==> src/rtl/core/cpsf_pkg.sv <==
// cpsf_pkg: shared types and codes of the cashless payment session controller
// command codes, event codes, one-hot mode type and the step result struct
// no dependencies
package cpsf_pkg;

  localparam logic [3:0] FN_DEPOSIT   = 4'd0;
  localparam logic [3:0] FN_RESET     = 4'd1;
  localparam logic [3:0] FN_ENABLE    = 4'd2;
  localparam logic [3:0] FN_DISABLE   = 4'd3;
  localparam logic [3:0] FN_SALE      = 4'd4;
  localparam logic [3:0] FN_SALE_OK   = 4'd5;
  localparam logic [3:0] FN_SALE_FAIL = 4'd6;
  localparam logic [3:0] FN_CLOSE     = 4'd7;
  localparam logic [3:0] FN_TICK      = 4'd8;

  localparam logic [2:0] EV_NONE     = 3'd0;
  localparam logic [2:0] EV_BEGIN    = 3'd1;
  localparam logic [2:0] EV_END      = 3'd2;
  localparam logic [2:0] EV_APPROVED = 3'd3;
  localparam logic [2:0] EV_DENIED   = 3'd4;

  localparam logic [2:0] MC_IDLE     = 3'd0;
  localparam logic [2:0] MC_DISABLED = 3'd1;
  localparam logic [2:0] MC_ENABLED  = 3'd2;
  localparam logic [2:0] MC_SESSION  = 3'd3;
  localparam logic [2:0] MC_VENDING  = 3'd4;

  localparam logic [15:0] TIMEOUT_RST = 16'd60000;

  typedef enum logic [4:0] {
    MODE_IDLE     = 5'b00001,
    MODE_DISABLED = 5'b00010,
    MODE_ENABLED  = 5'b00100,
    MODE_SESSION  = 5'b01000,
    MODE_VENDING  = 5'b10000
  } mode_t;

  // outcome of one command: up to two events, shared ok and mode
  typedef struct packed {
    logic        ok;
    logic [2:0]  ev0;
    logic [31:0] val0;
    logic [2:0]  ev1;
    logic [31:0] val1;
    logic        two;
    logic [2:0]  mode;
  } step_res_t;

  // one result item as held in the output buffer
  typedef struct packed {
    logic        ok;
    logic [2:0]  ev;
    logic [31:0] val;
    logic [2:0]  mode;
    logic        last;
  } res_t;

  function automatic logic [2:0] mode_code(mode_t m);
    logic [2:0] c;
    case (m)
      MODE_IDLE:     c = MC_IDLE;
      MODE_DISABLED: c = MC_DISABLED;
      MODE_ENABLED:  c = MC_ENABLED;
      MODE_SESSION:  c = MC_SESSION;
      MODE_VENDING:  c = MC_VENDING;
      default:       c = MC_IDLE;
    endcase
    return c;
  endfunction

endpackage

==> src/rtl/core/cashless_payment_session_fsm.sv <==
// cashless_payment_session_fsm: top level of the payment session controller
// input register, timeout register and two-entry result buffer around
// cpsf_core; depends on cpsf_pkg and cpsf_core
//
// usage:
//   in_*   : one command item per handshake, in_tuser = command code,
//            in_tdata = amount (credit for deposit, price for sale)
//   out_*  : one or two result items per command, out_tlast marks the final
//            one; a session timeout that reopens a session gives two items
//   cfg_*  : writes the 16-bit session timeout in ticks, always ready
// flow: a command is registered on acceptance and decoded once the result buffer
//   can take it; its first result is registered there and shows on out_tvalid.
// throughput: one command per cycle while each gives a single result and out_tready
//   stays high; a command with two results holds the result buffer until both leave.
// reset (rst_n low, synchronous): mode idle, credit zero, flag and timer
//   cleared, timeout back to 60000, both channels empty.
// stall: while out_tready is low the result buffer holds; one more command
//   waits in the input register, after which in_tready drops.
module cashless_payment_session_fsm (
  input  logic        clk,
  input  logic        rst_n,
  input  logic        in_tvalid,
  output logic        in_tready,
  input  logic [3:0]  in_tuser,   // [3:0] func
  input  logic [31:0] in_tdata,   // [31:0] amount
  output logic        out_tvalid,
  input  logic        out_tready,
  output logic [2:0]  out_tuser,  // [2:0] event_code
  output logic [39:0] out_tdata,  // [0] ok, [32:1] event_value, [35:33] mode, [39:36] zero
  output logic        out_tlast,
  input  logic        cfg_valid,
  output logic        cfg_ready,
  input  logic [15:0] cfg_data    // [15:0] sess_ticks
);
  import cpsf_pkg::*;

  logic        ivld_r;
  logic [3:0]  func_r;
  logic [31:0] amount_r;
  logic [15:0] timeout_r;
  logic [1:0]  ocnt_r;
  res_t        res0_r, res1_r;
  step_res_t   step;
  logic        out_fire;
  logic        can_load;
  logic        fire;

  assign cfg_ready = 1'b1;

  always_ff @(posedge clk) begin
    if (!rst_n) begin
      timeout_r <= TIMEOUT_RST;
    end else if (cfg_valid) begin
      timeout_r <= cfg_data;
    end
  end

  assign out_fire  = out_tvalid && out_tready;
  // buffer can take a new command's results if empty or its last item leaves now
  assign can_load  = (ocnt_r == 2'd0) || (ocnt_r == 2'd1 && out_tready);
  assign fire      = ivld_r && can_load;
  assign in_tready = !ivld_r || fire;

  always_ff @(posedge clk) begin
    if (!rst_n) begin
      ivld_r <= 1'b0;
    end else if (in_tready) begin
      ivld_r <= in_tvalid;
    end
  end

  always_ff @(posedge clk) begin
    if (in_tready && in_tvalid) begin
      func_r   <= in_tuser;
      amount_r <= in_tdata;
    end
  end

  cpsf_core u_core (
    .clk     (clk),
    .rst_n   (rst_n),
    .fire    (fire),
    .func    (func_r),
    .amount  (amount_r),
    .timeout (timeout_r),
    .res     (step)
  );

  always_ff @(posedge clk) begin
    if (!rst_n) begin
      ocnt_r <= 2'd0;
    end else if (fire) begin
      ocnt_r <= step.two ? 2'd2 : 2'd1;
    end else if (out_fire) begin
      ocnt_r <= ocnt_r - 2'd1;
    end
  end

  always_ff @(posedge clk) begin
    if (fire) begin
      res0_r <= '{ok: step.ok, ev: step.ev0, val: step.val0, mode: step.mode,
                  last: !step.two};
      res1_r <= '{ok: step.ok, ev: step.ev1, val: step.val1, mode: step.mode,
                  last: 1'b1};
    end else if (out_fire && ocnt_r == 2'd2) begin
      res0_r <= res1_r;
    end
  end

  assign out_tvalid = (ocnt_r != 2'd0);
  assign out_tuser  = res0_r.ev;
  assign out_tdata  = {4'd0, res0_r.mode, res0_r.val, res0_r.ok};
  assign out_tlast  = res0_r.last;

endmodule

==> src/rtl/core/cpsf_core.sv <==
// cpsf_core: session state (mode, credit, enabled flag, timer) and the
// combinational command decode that updates it; depends on cpsf_pkg
module cpsf_core (
  input  logic                clk,
  input  logic                rst_n,
  input  logic                fire,
  input  logic [3:0]          func,
  input  logic [31:0]         amount,
  input  logic [15:0]         timeout,
  output cpsf_pkg::step_res_t res
);
  import cpsf_pkg::*;

  mode_t       mode_r, mode_nxt;
  logic [31:0] credit_r, credit_nxt;
  logic        en_r, en_nxt;
  logic [15:0] tcnt_r, tcnt_nxt;
  logic        run_r, run_nxt;
  mode_t       idle_mode;

  // mode reached once a session or vend ends without a new session starting
  assign idle_mode = en_r ? MODE_ENABLED : MODE_DISABLED;

  always_comb begin
    mode_nxt   = mode_r;
    credit_nxt = credit_r;
    en_nxt     = en_r;
    tcnt_nxt   = tcnt_r;
    run_nxt    = run_r;
    res.ok     = 1'b1;
    res.ev0    = EV_NONE;
    res.val0   = '0;
    res.ev1    = EV_NONE;
    res.val1   = '0;
    res.two    = 1'b0;
    case (func)
      FN_DEPOSIT: begin
        credit_nxt = amount;
        if (mode_r == MODE_ENABLED && amount != '0) begin
          tcnt_nxt = timeout;
          run_nxt  = 1'b1;
          mode_nxt = MODE_SESSION;
          res.ev0  = EV_BEGIN;
          res.val0 = amount;
        end
      end
      FN_RESET: begin
        credit_nxt = '0;
        en_nxt     = 1'b0;
        mode_nxt   = MODE_DISABLED;
      end
      FN_ENABLE: begin
        en_nxt = 1'b1;
        if (mode_r == MODE_DISABLED) begin
          if (credit_r != '0) begin
            tcnt_nxt = timeout;
            run_nxt  = 1'b1;
            mode_nxt = MODE_SESSION;
            res.ev0  = EV_BEGIN;
            res.val0 = credit_r;
          end else begin
            mode_nxt = MODE_ENABLED;
          end
        end
      end
      FN_DISABLE: begin
        en_nxt = 1'b0;
        if (mode_r == MODE_ENABLED) begin
          mode_nxt = MODE_DISABLED;
        end
      end
      FN_SALE: begin
        if (mode_r != MODE_SESSION) begin
          res.ok = 1'b0;
        end else begin
          run_nxt = 1'b0;
          if (credit_r >= amount) begin
            mode_nxt = MODE_VENDING;
            res.ev0  = EV_APPROVED;
            res.val0 = amount;
          end else begin
            credit_nxt = '0;
            mode_nxt   = idle_mode;
            res.ev0    = EV_DENIED;
          end
        end
      end
      FN_SALE_OK, FN_SALE_FAIL: begin
        if (mode_r != MODE_VENDING) begin
          res.ok = 1'b0;
        end else begin
          credit_nxt = '0;
          mode_nxt   = idle_mode;
          res.ev0    = EV_END;
        end
      end
      FN_CLOSE: begin
        run_nxt    = 1'b0;
        credit_nxt = '0;
        mode_nxt   = idle_mode;
        res.ev0    = EV_END;
      end
      FN_TICK: begin
        if (run_r) begin
          if (tcnt_r <= 16'd1) begin
            tcnt_nxt = '0;
            run_nxt  = 1'b0;
            if (mode_r == MODE_SESSION) begin
              if (en_r && credit_r != '0) begin
                // credit still held: reopen, then report the old session's end
                tcnt_nxt = timeout;
                run_nxt  = 1'b1;
                res.ev0  = EV_BEGIN;
                res.val0 = credit_r;
                res.ev1  = EV_END;
                res.two  = 1'b1;
              end else begin
                mode_nxt = idle_mode;
                res.ev0  = EV_END;
              end
            end
          end else begin
            tcnt_nxt = tcnt_r - 16'd1;
          end
        end
      end
      default: begin
      end
    endcase
    res.mode = mode_code(mode_nxt);
  end

  always_ff @(posedge clk) begin
    if (!rst_n) begin
      mode_r   <= MODE_IDLE;
      credit_r <= '0;
      en_r     <= 1'b0;
      tcnt_r   <= '0;
      run_r    <= 1'b0;
    end else if (fire) begin
      mode_r   <= mode_nxt;
      credit_r <= credit_nxt;
      en_r     <= en_nxt;
      tcnt_r   <= tcnt_nxt;
      run_r    <= run_nxt;
    end
  end

endmodule
==> config.mk <==
export PLATFORM = sky130hd
export DESIGN_NAME = cashless_payment_session_fsm
export DESIGN_NICKNAME = d
export VERILOG_FILES = /design/src/rtl/core/cpsf_pkg.sv /design/src/rtl/core/cashless_payment_session_fsm.sv /design/src/rtl/core/cpsf_core.sv
export SDC_FILE = /design/constraint.sdc
export NUM_CORES = 1
export LEC_CHECK = 0
export ABC_AREA = 1
export ABC_CLOCK_PERIOD_IN_PS = 6400
export BUFFER_PORTS_ARGS = -buffer_cell sky130_fd_sc_hd__buf_4
export CAP_MARGIN = 10
export CORE_UTILIZATION = 55
export CTS_CLUSTER_SIZE = 12
export DETAILED_ROUTE_END_ITERATION = 12
export PLACE_DENSITY = 0.76
export SKIP_LAST_GASP = 1
export SLEW_MARGIN = 20
export SYNTH_ARGS = -nofsm -noshare
export SYNTH_HDL_FRONTEND = slang
export SYNTH_SLANG_ARGS = --single-unit
==> constraint.sdc <==
create_clock -name clk -period 6.4 [get_ports clk]
set_input_delay 0.64 -clock clk [delete_from_list [all_inputs] [get_ports clk]]
set_output_delay 0.64 -clock clk [all_outputs]
set_load 0.02 [all_outputs]
=== Yosys cells after proc, flatten, opt, wreduce, memory -nomap -nowiden ===
Cells that the tools add are included.

* Register bits after elaboration: 157
* Word-level logic and storage cells: 139

* $add $sub $neg: 2
* Magnitude comparators: 2
* Equal/unequal tests: 26
* Muxes and demuxes: 61
* Reduce and logical (&&, ||, !) cells: 30

{| class="wikitable"
|+ Operators by type and width
! cell !! count
|-
| $pmux 32 s4 || 2
|-
| $mux 32 || 4
|-
| $mux 38 || 3
|-
| $mux 16 || 7
|-
| $mux 35 || 3
|-
| $mux 40 || 2
|-
| $mux 33 || 2
|-
| $reduce_bool 32->1 || 2
|-
| $mux 5 || 10
|-
| $pmux 16 s3 || 1
|-
| $pmux 5 s8 || 1
|-
| $ge 32x32->1 || 1
|-
| $pmux 3 s6 || 1
|-
| $eq 4x3->1 const B || 4
|-
| $le 16x1->1 const B || 1
|-
| $sub 16x1->16 const B || 1
|-
| $mux 1 || 13
|-
| $pmux 3 s4 || 1
|-
| $reduce_and 6->1 || 2
|-
| $eq 5x2->1 const B || 2
|-
| $eq 5x3->1 const B || 2
|-
| $eq 5x4->1 const B || 2
|-
| $mux 2 || 5
|-
| $eq 4x2->1 const B || 2
|-
| other kinds (27) || 47
|}

=== Longest topological paths before layout ===
Gate-level depths: netlist (run 1).

* Depth after elaboration: 10
* Mapped depth: 21
* Mapped depth without buffers: 21

=== By module ===
Synthesis (run 1) repeated with hierarchy kept, for this count alone.

* Cells, all modules: 1162
* Area, all modules: 9808.2 µm²

{| class="wikitable"
|+ Modules (own cells, without submodules)
! module !! instances !! cells an instance !! area each (µm²)
|-
| cpsf_core || 1 || 811 || 5026.1
|-
| cashless_payment_session_fsm || 1 || 351 || 4782.1
|}

=== Least setup slack after synthesis (run 1) ===
OpenSTA, ideal clock, no wires.

* Path kind: input to register
* From: in out_tready
* To: reg res0_r (netlist bit out_tdata[0]), enable pin
* Arrival time: 2.015 ns
* Setup slack: 3.855 ns
* Stages: 5
* Cells stage by stage: a21oi_1 -> nor2_2 -> inv_2 -> clkbuf_1 -> nand2_1

* Cells in the longest elaborated chain, start to end: 4
* Elaborated cells on any way between the ends: 6

{| class="wikitable"
|+ Ends and longest elaborated chain
! what !! RTL line !! source
|-
| start, declared || cashless_payment_session_fsm.sv:27 || <nowiki>input logic out_tready,</nowiki>
|-
| $logic_and 1x1->1 || cashless_payment_session_fsm.sv:60 || <nowiki>assign can_load = (ocnt_r == 2'd0) || (ocnt_r == 2'd1 && out_tready);</nowiki>
|-
| $logic_or 1x1->1 || cashless_payment_session_fsm.sv:60 ||
|-
| $logic_and 1x1->1 || cashless_payment_session_fsm.sv:61 || <nowiki>assign fire = ivld_r && can_load;</nowiki>
|-
| $reduce_bool 2->1 (no line) (*) || -- ||
|-
| end signal, assigned || cashless_payment_session_fsm.sv:101 || <nowiki>res0_r <= '{ok: step.ok, ev: step.ev0, val: step.val0, mode: step.mode,</nowiki>
|-
| end signal, assigned || cashless_payment_session_fsm.sv:106 || <nowiki>res0_r <= res1_r;</nowiki>
|-
| end, declared || cashless_payment_session_fsm.sv:42 || <nowiki>res_t res0_r, res1_r;</nowiki>
|}

Every way passes the cells marked *; elsewhere a longest branch is shown, timed or not.
A chain may end at the register's enable or synchronous reset.

=== Final worst setup path (run 1) ===
* From: reg ocnt_r[0]
* To: reg u_core.credit_r[5]

* Cells in the longest elaborated chain, start to end: 5
* Elaborated cells on any way between the ends: 6

{| class="wikitable"
|+ Ends and longest elaborated chain
! what !! RTL line !! source
|-
| start, declared || cashless_payment_session_fsm.sv:41 || <nowiki>logic [1:0] ocnt_r;</nowiki>
|-
| start signal, assigned || cashless_payment_session_fsm.sv:93 || <nowiki>ocnt_r <= step.two ? 2'd2 : 2'd1;</nowiki>
|-
| start signal, assigned || cashless_payment_session_fsm.sv:95 || <nowiki>ocnt_r <= ocnt_r - 2'd1;</nowiki>
|-
| $eq 2x1->1 || cashless_payment_session_fsm.sv:60 ||
|-
| $logic_and 1x1->1 || cashless_payment_session_fsm.sv:60 ||
|-
| $logic_or 1x1->1 (*) || cashless_payment_session_fsm.sv:60 ||
|-
| $logic_and 1x1->1 (*) || cashless_payment_session_fsm.sv:61 ||
|-
| $reduce_and 5->1 (no line) (*) || -- ||
|-
| end signal, assigned || cpsf_core.sv:142 || <nowiki>credit_r <= credit_nxt;</nowiki>
|-
| end, declared || cpsf_core.sv:15 || <nowiki>logic [31:0] credit_r, credit_nxt;</nowiki>
|}

Marked as above.

==> out/qor.yml, run 1 <==
detailed_routing:
  vias_per_cell: 5.468
  ant_nets: 0
  drc: 0
  wl_per_cell_um: 15.50
  drtIter0Drc: 609
  dr.pass1.iters: 5
  vias: 6895
  drt_wl_total_um: 19540
sta:
  slew_headroom_pct: 29.27
  hold_viol: 0
  slew_violations: 0
  finalCritPeriodShare_pct: 48.06
  hold_slack_ns: 0.3789
  final.setup.tns_ns: 0
  rsz0062_at_grt: "false"
  worst_slew_pin_slew_ns: 1.057
  period_minus_slack_ns: 3.076
  setup_viol: 0
  max_freq_mhz: 325.1
  fin_skew_ns: 0.01041
cells_and_area:
  register_area_um2: 3914
  multi_input_area_um2: 3556
  drive_gt1_share_pct: 16.74
  diodes: 0
  areaGrowthSynthToFinish_pct: 18.43
  fill_cells: 1146
  layout.nets: 1162
clock_network:
  cts-resized-gates: 0
  clock-sinks: 155
  cts_setup_buffers: 0
  clkTransAtPathRegs_ns: 0.07
  hold_buffers: 0
  root_buffer: "clkbuf_16"
  clock_latency_ns: 0.43
  clock_path_buffers: 2
  cts_tree: "yes"
  htree_levels: 4
  cts_inserted_buffers: 17
synthesis:
  postSynthAreaPerCell_um2: 8.168
  synth_flop_cell: "edfxtp_1"
  ys_types: 50
  synth-compound-area-share_pct: 13.37
  synth_area_um2: 8013
  yosys.area_share.xor_xnor_pct: 0.6558
  postSynth.asyncResetShare_pct: 0
  synthCells: 981
  ys.warnings.count: 0
  synth_simple_gate_area_share_pct: 23.94
  synthMuxAreaShare_pct: 0
  synth-seq-area-share_pct: 48.84
  synth_top_family_by_area: "simple AND/OR/NAND/NOR gates"
  ys_seq_elements: 155
  synth_edf_count: 81
  synthAdderAreaFrac_pct: 5.778
floorplan:
  dieArea_um2: 15060
  die_x_um: 122.7
  fp-row-count: 43
  start_util_pct: 57.06
  die_y_um: 122.7
  core_um2: 14040
  design.portCount: 104
status:
  status: "complete, no violations"
placement:
  hpwl_um: 13050
  gp_congestion: 0.9612
  io_buffers: 98
global_route:
  grt_pass1_vias: 6433
  antenna_found_initial: 0
  grt-ovfl-total: 0
  grt_max_degree: 41
  grt_usage_pct: 27.90
  grt_pass1_wl_um: 31800
pwr:
  internal_power_uw: 1935
  p_sw_share_pct: 28.87
  power.density_nw_per_um2: 286.7
  p_leak_uw: 0.004103
  power.share.clock_pct: 38.5
  ir_worst_vdd_mv: 0.2091
  seqPwrFrac_pct: 44.2
  p_switching_uw: 785.4
  comb_power_share_pct: 17.3
critical_path:
  worstPathArrival_ns: 3.43
  ff2ff_setup_slack_ns: 3.32
  critical-path-top-delay-family: "buffers and inverters"
  critPathBufInv: 4
  crit_path_end_kind: "flop"
  worstPathMaxFanout: 34
  critPathLaunchType: "flop"
  crit_chain: "inv_1, ha_1, a21oi_1, nor2_2, buf_4, inv_2, nor2_1, nand3_1, nor2_2, nand2_4, inv_2, nand3_1, a21oi_1"
  crit_slowest_cell: "inv_2"
  crit_type: "reg2reg"
  max_stage_delay_ns: 0.56
  cp.required_ns: 6.75
run:
  drv_cap: 0
worst_hold_path:
  hold_path.class: "in2reg"
==> flip-flops by register name, indices dropped and copies added (netlist names) <==
name,count
amount_r,32
ivld_r,1
u_core.tcnt_r,16
u_core.credit_r,32
u_core.mode_r,5
timeout_r,16
res1_r,5
ocnt_r,2
func_r,4
out_tlast,1
u_core.en_r,1
out_tdata,36
out_tuser,3
u_core.run_r,1
==> kinds of logic (layout without fill, tap and decap cells) <==
logic type,count (synthesis),count (layout)
other,2,5
AOI/OAI and AO/OA,196,196
adders and majority gates,37,37
xor gates and xnor gates,6,6
and+or+nand+nor,443,443
DFF,155,155
buffers and inverters,142,239
==> layout make-up <==
type                       count  share of cell area, %
sequential                   155                  41.24
clock buffer                  24                  6.026
multi-input combinational    687                  37.47
clock inverter                 8                 0.6329
inverter                     105                  4.180
timing repair buffer         102                  8.070
tap                          180                  2.373
==> metrics by stage <==
| stage | util (%) | power, uW | instance area, um^2 | setup WS (ns) | instances |
|---|---|---|---|---|---|
| global route | 67.58 | 2832 | 9489 | 3.127 | 1261 |
| global placement | 63.08 | 1680 | 8857 | 3.235 | 1229 |
| CTS | 67.58 | 2728 | 9489 | 3.387 | 1261 |
| finish | 67.58 | 2721 | 9489 | 3.324 | 1261 |
| detailed placement | 63.08 | 1687 | 8857 | 3.238 | 1229 |
| floorplan | - | 1520 | 8024 | 3.855 | 984 |
==> synthesized netlist by cell type, types with 2 or more instances <==
master,number,area share (%)
a211oi_1,5,0.47
a21oi_1,119,7.4
a22oi_1,6,0.56
buf_2,8,0.50
buf_4,9,0.84
clkbuf_1,19,0.89
clkinv_1,2,0.094
conb_1,2,0.094
dfxtp_1,74,18
edfxtp_1,81,30
ha_1,37,5.8
inv_1,91,4.3
inv_2,11,0.52
nand2_1,234,11
nand2_2,4,0.31
nand2_4,2,0.28
nand3_1,63,3.9
nand3_2,3,0.37
nand4_1,7,0.55
nor2_1,104,4.9
nor2_2,12,0.94
nor2_4,3,0.42
nor3_1,3,0.19
nor3_4,2,0.41
o2111ai_1,2,0.22
o211ai_1,2,0.19
o21ai_0,35,2.2
o21ai_1,15,0.94
xnor2_1,2,0.22
xor2_1,4,0.44
==> routing by layer <==
metal  global-route usage, %  wire length (um)  part of all wire [%]
met1                   37.47              8910                    46
met2                   43.33              8914                    46
met3                   7.435              1322                   6.8
met4                   9.909               393                   2.0
met5                       0                 0                     0
==> worst register-to-register path, cell delays in order (launching register included) <==
cell and delay [ns]:
dfxtp_1 0.32, inv_1 0.11, ha_1 0.18, a21oi_1 0.07, nor2_2 0.09, buf_4 0.27
inv_2 0.21, nor2_1 0.27, nand3_1 0.15, nor2_2 0.16, nand2_4 0.26, inv_2 0.56
nand3_1 0.16, a21oi_1 0.19
==> power by group through the flow <==
stage,Clock (uW),Sequential [uW],Combinational [uW]
after global routing,1100,1210,525
final,1050,1200,471
after floorplan,0,1240,279
after global placement,0,1220,461
after detailed placement,0,1220,467
after CTS,1060,1200,472
==> final timing paths <==
check / start / cells past startpoint / end
max reg2reg: ocnt_r[0] / 13 / u_core.credit_r[5]
min reg2reg: timeout_r[5] / 2 / timeout_r[5]
max: ocnt_r[0] / 13 / u_core.credit_r[5]
min: in_tdata[0] / 1 / amount_r[0]
==> layout by cell type, fill, tap and decap left out, types with 6 or more instances in the layout <==
master,n
a21oi_1,118
a22oi_1,6
buf_4,102
clkbuf_16,22
dfxtp_1,74
edfxtp_1,81
ha_1,37
inv_1,91
inv_2,11
nand2_1,233
nand3_1,63
nand4_1,7
nor2_1,104
nor2_2,12
o21ai_0,35
o21ai_1,14
Power figures use the tool's default switching activity.
==> run 2, diff against run 1 <==
--- a/config.mk
+++ b/config.mk
@@ -6,7 +6,7 @@
 export NUM_CORES = 1
 export LEC_CHECK = 0
 export ABC_AREA = 1
-export ABC_CLOCK_PERIOD_IN_PS = 6400
+export ABC_CLOCK_PERIOD_IN_PS = 3200
 export BUFFER_PORTS_ARGS = -buffer_cell sky130_fd_sc_hd__buf_4
 export CAP_MARGIN = 10
 export CORE_UTILIZATION = 55
==> constraint.sdc (replaced) <==
create_clock -name clk -period 3.2 [get_ports clk]
set_input_delay 0.32 -clock clk [delete_from_list [all_inputs] [get_ports clk]]
set_output_delay 0.32 -clock clk [all_outputs]
set_load 0.02 [all_outputs]
==> out/qor.yml, run 2 (synthesized netlist as in run 1, its figures left out) <==
status:
  status: "complete, no violations"
critical_path:
  crit_type: "reg2reg"
  max_stage_delay_ns: 0.37
  reg2reg_from: "amount_r[7]"
  timing.rr.end: "out_tdata[23]"
  r2r_cells: 18
  crit_slowest_cell: "edfxtp_1"
  crit_path_end_kind: "flop"
  cp.required_ns: 3.45
  worstPathMaxFanout: 21
  ff2ff_setup_slack_ns: 0.49
  critPathLaunchType: "flop"
  critical-path-top-delay-family: "simple AND/OR/NAND/NOR gates"
  critPathBufInv: 4
  worstPathArrival_ns: 2.96
  crit_top_cell: "nand2_1"
  crit_chain: "inv_1, ha_1, nand2_1, inv_1, nand2_1, nor2_1, nor2_1, nand2_1, nand2_1, nand2_1, nand2_1, nand2_1, nand3_1, nand2_1, buf_4, buf_4, nand2_1, a21oi_1"
sta:
  slew_violations: 0
  slew_headroom_pct: 38.22
  finalCritPeriodShare_pct: 84.58
  rsz0062_at_grt: "false"
  setup_viol: 0
  worst_slew_pin_slew_ns: 0.9265
  fin_skew_ns: 0.007072
  hold_viol: 0
  period_minus_slack_ns: 2.707
  max_freq_mhz: 369.5
  final.setup.tns_ns: 0
clock_network:
  cts_inserted_buffers: 17
  clock_path_buffers: 2
  clock_latency_ns: 0.42
  root_buffer: "clkbuf_16"
  htree_levels: 4
  cts_tree: "yes"
  clkTransAtPathRegs_ns: 0.06
  cts-resized-gates: 0
  clock-sinks: 155
  cts_setup_buffers: 0
  hold_buffers: 0
detailed_routing:
  dr.pass1.iters: 6
  drtIter0Drc: 628
  vias: 6920
  drt_wl_total_um: 19370
  ant_nets: 0
  vias_per_cell: 5.453
  wl_per_cell_um: 15.26
  drc: 0
worst_hold_path:
  whs_endpoint: "amount_r[7]"
  worstHoldPathCells: 1
  hold_path.class: "in2reg"
  hp-start: "in_tdata[7]"
cells_and_area:
  final_common_cell: "nand2_1"
  diodes: 0
  multi_input_area_um2: 3533
  layout.nets: 1170
  fin_cells: 1269
  register_area_um2: 3914
  drive_gt1_share_pct: 17.08
  largest_reg_flops: 36
  final_cell_mix: "233 x nand2_1, 118 x a21oi_1, 110 x buf_4"
  fill_cells: 1180
  areaGrowthSynthToFinish_pct: 18.00
floorplan:
  start_util_pct: 57.06
  die_x_um: 122.7
  core_um2: 14040
  dieArea_um2: 15060
  die_y_um: 122.7
  design.portCount: 104
  fp-row-count: 43
global_route:
  grt_usage_pct: 27.74
  grt_max_degree: 36
  grt_pass1_vias: 6488
  grt_pass1_wl_um: 31930
  grt-ovfl-total: 0
  antenna_found_initial: 0
placement:
  io_buffers: 98
  placedCellCount: 1237
  hpwl_um: 13160
  gp_congestion: 0.9330
run:
  drv_cap: 0
pwr:
  power_uw: 5272
  ir_worst_vdd_mv: 0.3723
  p_leak_uw: 0.004087
  power.density_nw_per_um2: 557.5
-- run 2: changes by cell type in the layout (fill, tap and decap cells not counted), sizes merged --
cell      previous run  this run
inv                108       104
clkbuf              24        20
buf                102       110
bufinv               0         2
clkinvlp             0         3
clkinv               5         8
-- run 2: final cells by class --
type                            count  share of cell area, %
Clock inverter                     12                  1.310
Inverter                          105                  4.195
Clock buffer                       20                  4.618
Multi-Input combinational cell    687                  37.37
Sequential cell                   155                  41.39
Timing Repair Buffer              110                  8.734
Tap cell                          180                  2.382
-- run 2: power breakdown --
group | total, uW | internal [uW] | switching (uW)
Sequential | 2400 | 2280 | 116
Combinational | 952 | 330 | 622
Clock | 1920 | 1140 | 781
-- run 2: worst reg2reg max path, cell delays in order, from the launching register on --
cell	delay, ns
edfxtp_1	0.37
inv_1	0.07
ha_1	0.29
nand2_1	0.05
inv_1	0.06
nand2_1	0.06
nor2_1	0.11
nor2_1	0.04
nand2_1	0.10
nand2_1	0.08
nand2_1	0.08
nand2_1	0.09
nand2_1	0.12
nand3_1	0.14
nand2_1	0.09
buf_4	0.27
buf_4	0.27
nand2_1	0.08
a21oi_1	0.16
-- run 2: through the flow --
stage	hold WS (ns)	worst slack (ns)	utilization (%)	instance area, um^2
after detailed placement	0.4520	0.6066	63.34	8895
final	0.06796	0.4933	67.33	9455
after global placement	0.4422	0.7186	63.34	8895
after floorplan	0.4189	0.7283	-	8024
after global routing	0.04926	0.2451	67.33	9455
after CTS	0.04622	0.5200	67.33	9455
-- run 2: layer usage --
metal	vias up	part of all wire, %	global-route usage, %
met2	293	44	42.24
met5	-	0	0
met1	3131	46	38.28
li1	3452	-	-
met3	44	7.2	5.669
met4	0	2.8	11.74
-- run 2: worst max-delay path by stage --
stage | startpoint | to | slack, ns | cells past startpoint
final | amount_r[7] | out_tdata[23] | 0.49 | 18
after global routing | amount_r[7] | out_tdata[23] | 0.25 | 18
after CTS | amount_r[7] | out_tdata[23] | 0.52 | 18
after detailed placement | amount_r[7] | out_tdata[23] | 0.61 | 18
after global placement | amount_r[7] | out_tdata[24] | 0.72 | 18
after floorplan | ocnt_r[0] | out_tdata[0] | 0.73 | 7
==> run 3, diff against run 2 <==
--- a/config.mk
+++ b/config.mk
@@ -6,7 +6,7 @@
 export NUM_CORES = 1
 export LEC_CHECK = 0
 export ABC_AREA = 1
-export ABC_CLOCK_PERIOD_IN_PS = 3200
+export ABC_CLOCK_PERIOD_IN_PS = 2500
 export BUFFER_PORTS_ARGS = -buffer_cell sky130_fd_sc_hd__buf_4
 export CAP_MARGIN = 10
 export CORE_UTILIZATION = 55
==> constraint.sdc (replaced) <==
create_clock -name clk -period 2.5 [get_ports clk]
set_input_delay 0.25 -clock clk [delete_from_list [all_inputs] [get_ports clk]]
set_output_delay 0.25 -clock clk [all_outputs]
set_load 0.02 [all_outputs]
==> out/qor.yml, run 3 (synthesized netlist as in run 1, its figures left out) <==
status:
  status: "complete, no violations"
global_route:
  grt-ovfl-total: 0
  grt_max_degree: 35
  antenna_found_initial: 0
  grt_usage_pct: 28.52
  grt_pass1_vias: 6656
  grt_pass1_wl_um: 32700
sta:
  hold_slack_ns: 0.01515
  fin_skew_ns: 0.009703
  slew_violations: 0
  slew_headroom_pct: 65.65
  period_minus_slack_ns: 2.326
  finalCritPeriodShare_pct: 93.06
  worst_slew_pin_slew_ns: 0.5147
  max_freq_mhz: 429.8
  setup_viol: 0
  hold_viol: 0
  fin_ws_ns: 0.1736
detailed_routing:
  vias: 7180
  dr.pass1.iters: 5
  wl_per_cell_um: 15.60
  drc: 0
  drtIter0Drc: 715
  vias_per_cell: 5.444
  ant_nets: 0
  drt_wl_total_um: 20580
critical_path:
  crit_type: "reg2reg"
  reg2reg_from: "func_r[2]"
  setup.worst_path.start: "func_r[2]"
  worstPathMaxFanout: 7
  r2r_cells: 12
  critPathLaunchType: "flop"
  crit_path_end_kind: "flop"
  cp.required_ns: 2.68
  timing.rr.end: "res1_r[2]"
  worstPathArrival_ns: 2.51
  ff2ff_setup_slack_ns: 0.17
cells_and_area:
  areaGrowthSynthToFinish_pct: 26.08
  layout.nets: 1220
  fill_cells: 1108
  diodes: 0
  fin_cells: 1319
  final_cell_mix: "223 x nand2_1, 122 x buf_4, 116 x a21oi_1"
  final_area_um2: 10100
  drive_gt1_share_pct: 19.49
  largest_reg_flops: 36
  final_core_util_pct: 71.94
  final_common_cell: "nand2_1"
placement:
  gp_congestion: 0.9320
  place_area_um2: 9015
  hpwl_um: 13330
  placedCellCount: 1248
  place_worst_setup_slack_ns: 0.06215
  io_buffers: 98
clock_network:
  clock_latency_ns: 0.43
  root_buffer: "clkbuf_16"
  cts_tree: "yes"
  cts_inserted_buffers: 17
  htree_levels: 4
  clock_path_buffers: 2
  clock-sinks: 155
  clkTransAtPathRegs_ns: 0.06
run:
  drv_cap: 0
floorplan:
  die_y_um: 122.7
  die_x_um: 122.7
  design.portCount: 104
  fp-row-count: 43
  dieArea_um2: 15060
  start_util_pct: 57.06
  core_um2: 14040
worst_hold_path:
  worstHoldPathCells: 1
  whs_endpoint: "amount_r[23]"
  hp-start: "in_tdata[23]"
  hold_path.class: "in2reg"
pwr:
  power.density_nw_per_um2: 688.8
  ir_worst_vdd_mv: 0.5228
  p_leak_uw: 0.004379
## run 3: changes by cell type in the layout (fill, tap and decap cells not counted), moves of 4 or more
cell and delta:
dlygate4sd3_1 +34, buf_4 +12, clkbuf_16 +4, nand2_1 -10, nand2_2 +7
## run 3: what timing repair did
action                                  CTS  global route
endpoints found under the setup margin    0            50
gates resized for setup                   0            26
hold buffers                             33             1
setup buffers                             0             4
endpoints found under the hold margin    33             1
## run 3: critical path, stage by stage, from the launching register on
cell      delay (ns)
edfxtp_1        0.41
inv_1           0.09
nor2_2          0.29
inv_2           0.09
nor2_4          0.24
inv_1           0.12
a211oi_1        0.27
nand2_2         0.12
nand3_4         0.12
inv_2           0.05
nand2_1         0.06
nand2_1         0.06
and3_1          0.14
## run 3: final cells by class
cell class	instances	area (um^2)	area share, %
clock buffer	25	549.3	5.437
tap	180	225.2	2.229
sequential	155	3914	38.74
multi-input combinational	687	3630	35.93
timing repair buffer	160	1341	13.28
clock inverter	7	46.29	0.4583
inverter	105	396.6	3.926
## run 3: metrics by stage
step,power [uW],TNS (ns)
6_report,6958,0
5_1_grt,7268,-0.01643
4_1_cts,6933,0
3_5_place_dp,4343,0
3_3_place_gp,4325,0
2_1_floorplan,3892,0
## run 3: worst max-delay path by stage
stage,endpoint,cells past startpoint
2_1_floorplan,out_tdata[0],7
3_3_place_gp,out_tdata[24],17
3_5_place_dp,out_tdata[24],17
4_1_cts,out_tdata[24],17
5_1_grt,out_tdata[33],20
6_report,res1_r[2],12
## run 3: metal layers
metal,vias up,track usage (%),wire [um]
met3,40,6.645,1521
met4,0,11.59,433
met1,3304,38.06,9135
met5,-,0,0
met2,288,44.56,9486
li1,3548,-,-
## run 3: power breakdown
group          leakage, uW  internal [uW]  switching, uW
Clock             0.000300           1530           1040
Sequential         0.00138           2920            153
Combinational      0.00270            492            821
Total              0.00438           4940           2020
